## config.mk

```make
export PLATFORM = sky130hd
export DESIGN_NAME = task_slot_round_robin_scheduler
export DESIGN_NICKNAME = d
export VERILOG_FILES = /design/src/design/scd_pkg.sv /design/src/design/task_slot_round_robin_scheduler.sv /design/src/design/scd_table.sv /design/src/design/scd_ctrl.sv
export SDC_FILE = /design/constraint.sdc
export NUM_CORES = 1
export LEC_CHECK = 0
export ABC_CLOCK_PERIOD_IN_PS = 6400
export BUFFER_PORTS_ARGS = -buffer_cell sky130_fd_sc_hd__buf_2
export CORE_UTILIZATION = 60
export CTS_CLUSTER_DIAMETER = 80
export DETAILED_ROUTE_END_ITERATION = 8
export HOLD_SLACK_MARGIN = 0.12
export PLACE_DENSITY = 0.77
export SETUP_SLACK_MARGIN = 0.15
export SYNTH_ARGS = -nofsm -noshare
export SYNTH_HDL_FRONTEND = slang
export SYNTH_HIERARCHICAL = 1
export SYNTH_SLANG_ARGS = --single-unit
```

## constraint.sdc

```tcl
create_clock -name clk -period 6.4 [get_ports clk]
set_input_delay 0.64 -clock clk [delete_from_list [all_inputs] [get_ports clk]]
set_output_delay 0.64 -clock clk [all_outputs]
set_load 0.03 [all_outputs]
```

## src/design/scd_pkg.sv

```systemverilog
// scd_pkg: shared constants, codes and types for the task slot scheduler
// used by scd_table, scd_ctrl, the top level and the checker
package scd_pkg;

  localparam int SLOT_COUNT = 16;
  localparam int SLOT_W     = $clog2(SLOT_COUNT);

  localparam logic [31:0] MAIN_TASK_ID = 32'd1234;
  localparam logic [31:0] FREE_TASK_ID = 32'hFFFF_FFFF;

  localparam logic [1:0] CMD_CREATE   = 2'd0;
  localparam logic [1:0] CMD_RELEASE  = 2'd1;
  localparam logic [1:0] CMD_SCHEDULE = 2'd2;
  localparam logic [1:0] CMD_UNKNOWN  = 2'd3;

  localparam logic [1:0] ST_OK      = 2'd0;
  localparam logic [1:0] ST_FULL    = 2'd1;
  localparam logic [1:0] ST_NONE    = 2'd2;
  localparam logic [1:0] ST_REFUSED = 2'd3;

  typedef logic [SLOT_W-1:0] slot_t;

  // requests from the sequencer to the slot table
  typedef struct packed {
    logic        set_valid;
    logic        clr_valid;
    slot_t       wr_addr;
    logic [31:0] wr_id;
    logic        rd_en;
    slot_t       rd_addr;
  } tbl_req_t;

endpackage

```

## src/design/task_slot_round_robin_scheduler.sv

```systemverilog
// task_slot_round_robin_scheduler: top level of the round robin task slot scheduler
// depends on scd_pkg, scd_table and scd_ctrl
//
// Usage:
//   A command is transferred at a rising edge with start high and busy low:
//   cmd selects create, release or schedule; create_id and release_slot
//   carry its operands. Exactly one result follows per command, shown on
//   status, chosen_slot, chosen_task_id and switched for one cycle while
//   done is high. The receiver cannot stall, so results must be taken then.
//   Steps from transfer to done:
//     release or unknown command: done is registered at the transfer
//     create: tests slots from 1 up to the lowest free slot, or all when full
//     schedule: one slot tested per cycle by the shared pointer until a valid
//     slot or the current one, then a read through the registered read port
//   busy is high while a create or schedule command runs; a new command may be
//   transferred in the cycle that done is shown. One command is in flight.
//   After reset the table holds only the main task in slot 0, the current
//   slot is 1 and the block is ready in the next cycle; there is no clearing
//   pass, free slots read their id from the valid flags.
module task_slot_round_robin_scheduler (
  input  logic        clk,
  input  logic        rst,
  input  logic        start,
  output logic        busy,
  input  logic [1:0]  cmd,
  input  logic [31:0] create_id,
  input  logic [3:0]  release_slot,
  output logic        done,
  output logic [1:0]  status,
  output logic [3:0]  chosen_slot,
  output logic [31:0] chosen_task_id,
  output logic        switched
);

  scd_pkg::tbl_req_t              req;
  logic [scd_pkg::SLOT_COUNT-1:0] valid_vec;
  logic [31:0]                    rd_id;

  scd_ctrl u_ctrl (
    .clk            (clk),
    .rst            (rst),
    .start          (start),
    .busy           (busy),
    .cmd            (cmd),
    .create_id      (create_id),
    .release_slot   (release_slot),
    .done           (done),
    .status         (status),
    .chosen_slot    (chosen_slot),
    .chosen_task_id (chosen_task_id),
    .switched       (switched),
    .req            (req),
    .valid_vec      (valid_vec),
    .rd_id          (rd_id)
  );

  scd_table u_table (
    .clk       (clk),
    .rst       (rst),
    .req       (req),
    .valid_vec (valid_vec),
    .rd_id     (rd_id)
  );

endmodule

```

## src/design/scd_table.sv

```systemverilog
// scd_table: slot valid flags and task id memory with a registered read port
// depends on scd_pkg
module scd_table (
  input  logic                      clk,
  input  logic                      rst,
  input  scd_pkg::tbl_req_t         req,
  output logic [scd_pkg::SLOT_COUNT-1:0] valid_vec,
  output logic [31:0]               rd_id
);

  logic [31:0]    mem [scd_pkg::SLOT_COUNT];
  logic [31:0]    rd_data;
  scd_pkg::slot_t rd_addr_q;
  logic           rd_valid_q;

  always_ff @(posedge clk) begin
    if (rst) begin
      valid_vec    <= '0;
      valid_vec[0] <= 1'b1;
    end else begin
      if (req.set_valid) valid_vec[req.wr_addr] <= 1'b1;
      if (req.clr_valid) valid_vec[req.wr_addr] <= 1'b0;
    end
  end

  // only create writes the memory; free slots read back as all ones
  always_ff @(posedge clk) begin
    if (req.set_valid) mem[req.wr_addr] <= req.wr_id;
    if (req.rd_en) begin
      rd_data    <= mem[req.rd_addr];
      rd_addr_q  <= req.rd_addr;
      rd_valid_q <= valid_vec[req.rd_addr];
    end
  end

  // slot 0 holds the main task and is never written
  assign rd_id = (rd_addr_q == '0) ? scd_pkg::MAIN_TASK_ID :
                 rd_valid_q        ? rd_data : scd_pkg::FREE_TASK_ID;

endmodule

```

## src/design/scd_ctrl.sv

```systemverilog
// scd_ctrl: command sequencer with one shared slot pointer that scans the table
// depends on scd_pkg; drives scd_table through a tbl_req_t
module scd_ctrl (
  input  logic                           clk,
  input  logic                           rst,
  input  logic                           start,
  output logic                           busy,
  input  logic [1:0]                     cmd,
  input  logic [31:0]                    create_id,
  input  logic [3:0]                     release_slot,
  output logic                           done,
  output logic [1:0]                     status,
  output logic [3:0]                     chosen_slot,
  output logic [31:0]                    chosen_task_id,
  output logic                           switched,
  output scd_pkg::tbl_req_t              req,
  input  logic [scd_pkg::SLOT_COUNT-1:0] valid_vec,
  input  logic [31:0]                    rd_id
);

  localparam logic [1:0] S_IDLE   = 2'd0;
  localparam logic [1:0] S_CREATE = 2'd1;
  localparam logic [1:0] S_SCHED  = 2'd2;
  localparam logic [1:0] S_READ   = 2'd3;

  localparam scd_pkg::slot_t LAST = scd_pkg::slot_t'(scd_pkg::SLOT_COUNT - 1);
  localparam scd_pkg::slot_t ONE  = scd_pkg::slot_t'(1);

  logic [1:0]     state;
  scd_pkg::slot_t ptr;
  scd_pkg::slot_t start_slot;
  scd_pkg::slot_t cur;
  scd_pkg::slot_t found;
  logic [31:0]    id_q;

  logic           accept;
  logic           rel_ok;
  logic           ptr_valid;
  scd_pkg::slot_t ptr_inc;

  assign busy      = (state != S_IDLE);
  assign accept    = start && !busy;
  assign rel_ok    = (release_slot != 4'd0) && (32'(release_slot) < scd_pkg::SLOT_COUNT);
  assign ptr_valid = valid_vec[ptr];
  assign ptr_inc   = ptr + ONE;

  always_comb begin
    req           = '0;
    req.wr_id     = id_q;
    req.wr_addr   = ptr;
    req.rd_addr   = ptr;
    unique case (state)
      S_IDLE: begin
        if (accept && cmd == scd_pkg::CMD_RELEASE && rel_ok) begin
          req.clr_valid = 1'b1;
          req.wr_addr   = scd_pkg::slot_t'(release_slot);
        end
      end
      S_CREATE: req.set_valid = !ptr_valid;
      S_SCHED: begin
        req.rd_en = (ptr == start_slot) || ptr_valid;
        if (ptr == start_slot) req.rd_addr = start_slot;
      end
      S_READ: req = '0;
      default: req = '0;
    endcase
  end

  always_ff @(posedge clk) begin
    if (rst) begin
      state <= S_IDLE;
      cur   <= ONE;
      done  <= 1'b0;
    end else begin
      done <= 1'b0;
      unique case (state)
        S_IDLE: begin
          if (accept) begin
            id_q           <= create_id;
            start_slot     <= cur;
            status         <= scd_pkg::ST_REFUSED;
            chosen_slot    <= 4'd0;
            chosen_task_id <= 32'd0;
            switched       <= 1'b0;
            unique case (cmd)
              scd_pkg::CMD_CREATE: begin
                ptr   <= ONE;
                state <= S_CREATE;
              end
              scd_pkg::CMD_RELEASE: begin
                done <= 1'b1;
                if (rel_ok) begin
                  status         <= scd_pkg::ST_OK;
                  chosen_slot    <= release_slot;
                  chosen_task_id <= scd_pkg::FREE_TASK_ID;
                end
              end
              scd_pkg::CMD_SCHEDULE: begin
                ptr   <= (cur >= LAST) ? ONE : cur + ONE;
                state <= S_SCHED;
              end
              default: done <= 1'b1;
            endcase
          end
        end
        S_CREATE: begin
          priority if (!ptr_valid) begin
            status         <= scd_pkg::ST_OK;
            chosen_slot    <= 4'(ptr);
            chosen_task_id <= id_q;
            done           <= 1'b1;
            state          <= S_IDLE;
          end else if (ptr == LAST) begin
            status <= scd_pkg::ST_FULL;
            done   <= 1'b1;
            state  <= S_IDLE;
          end else begin
            ptr <= ptr_inc;
          end
        end
        S_SCHED: begin
          // walk round robin from the slot after the current one, skipping slot 0
          priority if (ptr == start_slot) begin
            found <= start_slot;
            state <= S_READ;
          end else if (ptr_valid) begin
            found <= ptr;
            state <= S_READ;
          end else if (ptr == LAST) begin
            if (start_slot == '0) begin
              status <= scd_pkg::ST_NONE;
              done   <= 1'b1;
              state  <= S_IDLE;
            end else begin
              ptr <= ONE;
            end
          end else begin
            ptr <= ptr_inc;
          end
        end
        S_READ: begin
          status         <= scd_pkg::ST_OK;
          chosen_slot    <= 4'(found);
          chosen_task_id <= rd_id;
          switched       <= (found != start_slot);
          cur            <= found;
          done           <= 1'b1;
          state          <= S_IDLE;
        end
        default: state <= S_IDLE;
      endcase
    end
  end

endmodule

```

==> results by group <==
Global routing
  • First-pass GRT wire length: 82.1 mm
  • Largest net degree at the start of global routing: 111
  • Gr usage total: 25.5%
  • Initial antenna violation count: 0
  • Total gr overflow: 0
  • Vias in the first global route: 13.3k

Clock tree
  • CTS sink cnt: 655
  • Num CTS Buffers: 61
  • Clk_lat worst skew: 620 ps
  • Cts hold-fix bufs: 0
  • CTS max path bufs: 3
  • H-Tree Depth: 2
  • Post-cts sizing count: 0
  • CTS clock-pin slew for the worst setup and hold paths: 70 ps
  • Setup bufs post-CTS: 0
  • CTS tree: built
  • CTS Root Cell: clkbuf_16

Die
  • Top-level I/O count: 82
  • Initial core utilization: 61.0%
  • DIE AREA: 43,600 sq um
  • Core ar.: 42,000 sq um
  • Rows: 75
  • Die height: 209 microns
  • Die X: 209 microns

Yosys
  • Yosys top cell area share: 74.0%
  • Top FF cell, synth: edfxtp_1
  • Main area contributors after synthesis: edfxtp_1, mux4_2, a22oi_1
  • Mapped Area: 25,600 sq um
  • Synthesized flop and latch total: 655
  • Mapped Nets: 1,356
  • Post-synth EDFFs: 632
  • Avg Cell Area, Syn: 19.6 sq um
  • Post-Syn Instances: 1,307
  • Ys Warns: 6
  • Ys async rst share: 0%
  • Post-synthesis sequential area ratio: 75.8%
  • Synth cell types: 59
  • Yosys top cell by area: edfxtp_1

Run
  • Max Cap Viol: 0

Timing
  • Setup Viol. Count Final: 0
  • Tmin final: 4630 ps
  • Final hold viol count: 0
  • Max-slew violations: 0
  • Unrepaired setup endpoints after global routing: no
  • Clock skew: 15.7 ps
  • Worst-Margin Slew: 1310 ps
  • Fin crit share: 72.3%
  • TNS Setup: 0 ps
  • Highest Clock Rate: 216 MHz
  • Max_slew headroom: 12.2%

Critical path
  • Crit Path Class: reg2reg
  • WP data arrival: 4850 ps
  • CP required: 6620 ps
  • Crit Path Max Fanout: 33
  • CP endpoint kind: flip-flop
  • Crit start category: flip-flop
  • FF-to-FF path depth: 7

Cells and area
  • Layout cells sized above 1: 24.9%
  • Layout Nets: 1,438
  • Diodes inserted: 0
  • Layout area overhead: 11.9%

Drt
  • Wire per inst: 27.3 microns
  • DR vias: 13.0k
  • ANT nets after route: 0
  • DRC: 0
  • DRT Wirelength: 54.1 mm
  • Vias per cell: 6.57
  • Drt first pass iters: 5
  • Initial DRC count: 1,357

Worst hold path
  • Hold Crit Class: in2reg
  • Worst hold path cell count: 1

Power and ir drop
  • Static leakage: 9.41 nW
  • PwrDens: 403 nW/um^2
  • Max VDD drop: 261 uV
  • Tot Pwr: 11.6 mW

Place
  • DP HPWL: 30.1 mm
  • Final estimated routing congestion in global placement: 0.874
  • PortBufs: 81

Outcome
  • Outcome: finished clean
final timing paths:
check                                                      start                               end  slack [ps]
worst min-delay path                                create_id[5]          u_ctrl/id_q[5]$_DFFE_PP_         190
worst max register to register      u_ctrl/state[0]$_SDFFE_PP0P_     u_table/mem[14][15]$_DFFE_PP_        1770
worst min register to register  u_table/valid_vec[14]$_SDFF_PP0_  u_table/valid_vec[14]$_SDFF_PP0_         500
worst max-delay path                u_ctrl/state[0]$_SDFFE_PP0P_     u_table/mem[14][15]$_DFFE_PP_        1770
metrics by stage:
stage / setup WS (ps) / cells / hold WS (ps) / util [%] / instance area (sq um)
after floorplan: 1290 / 1307 / 448 / - / 25600
after global placement: 2080 / 1865 / 465 / 63.4 / 26700
after detailed placement: 1840 / 1865 / 482 / 63.4 / 26700
final: 1770 / 1977 / 188 / 68.2 / 28700
after global routing: 1470 / 1977 / 167 / 68.2 / 28700
after CTS: 1860 / 1977 / 165 / 68.2 / 28700
worst max-delay path, stage by stage (launching register included):
cell and delay [ps]:
dfxtp_1 430, inv_1 130, ha_1 420, nor3_1 860, mux2i_1 190, nor2_1 680, nand2_1 430, nor2_4 1060
synthesized netlist by cell type (all sizes together), types with 4 or more instances:
cell and number:
a21oi 49, and2 5, dfxtp 23, nand2b 5, o21ai 8, a221o 33, mux2i 11, a22oi 66
buf 33, nand2 50, a222oi 4, nor2 32, ha 8, a211oi 5, edfxtp 632, mux4 134
inv 45, clkbuf 48, nor3 7, nor2b 40, nand3 5, o21a 11, xor2 8, or2 5
final cells by class:
type | count | area (sq um)
Sequential cell | 655 | 19400
Clock buffer | 71 | 1580
Tap cell | 539 | 674
Multi-Input combinational cell | 526 | 5810
Clock inverter | 41 | 430
Timing Repair Buffer | 100 | 573
Fill cell | 2605 | 13400
Inverter | 45 | 169
per-layer routing:
metal	global-route usage (%)	vias to the layer above	part of all wire, %
met5	0	-	0
met4	6.85	0	2.2
met3	4.69	99	7.9
met2	43.1	646	51
met1	34.7	6746	39
li1	-	5499	-
logic make-up (layout without fill, tap and decap cells):
logic type | Yosys count | after routing | share of synthesized area (%)
xor+xnor | 11 | 11 | 0.376
fa+ha+maj | 8 | 8 | 0.390
flops | 655 | 655 | 75.8
mux | 146 | 146 | 12.2
compound gates | 198 | 198 | 5.65
simple gates | 163 | 163 | 3.26
buf+inv | 126 | 257 | 2.27
power breakdown:
group | total [mW] | leakage, nW | internal (mW) | switching (mW)
registers | 5.37 | 5.91 | 5.24 | 0.135
logic | 2.55 | 2.50 | 0.966 | 1.59
clock network | 3.64 | 0.997 | 2.12 | 1.51
placed cells by master (no fill, tap or decap), types with 4 or more instances in the layout:
cell / count
clkinv_2: 16
nand3_1: 5
dfxtp_1: 23
a221o_1: 33
nor2_1: 18
nor2b_1: 38
nand2_1: 49
or2_1: 5
nor2_4: 14
clkbuf_16: 61
o21ai_0: 8
a222oi_1: 4
a21oi_1: 47
buf_2: 81
o21a_1: 11
clkbuf_1: 8
a22oi_1: 66
clkinv_1: 14
a211oi_1: 4
edfxtp_1: 632
nor3_2: 5
mux4_2: 134
bufinv_16: 9
xor2_1: 8
buf_4: 17
ha_1: 6
nand2b_1: 5
mux2i_1: 11
inv_1: 44
flip-flops by register name (all words and copies together) (netlist names), 4 cells and up:
name	flops
u_table/rd_data	32
u_ctrl/chosen_slot	4
u_table/mem	512
u_ctrl/start_slot	4
u_table/rd_addr_q	4
u_ctrl/found	4
u_ctrl/id_q	32
u_table/valid_vec	16
u_ctrl/chosen_task_id	32
u_ctrl/cur	4
u_ctrl/ptr	4
(Power assumes the default switching activity.)
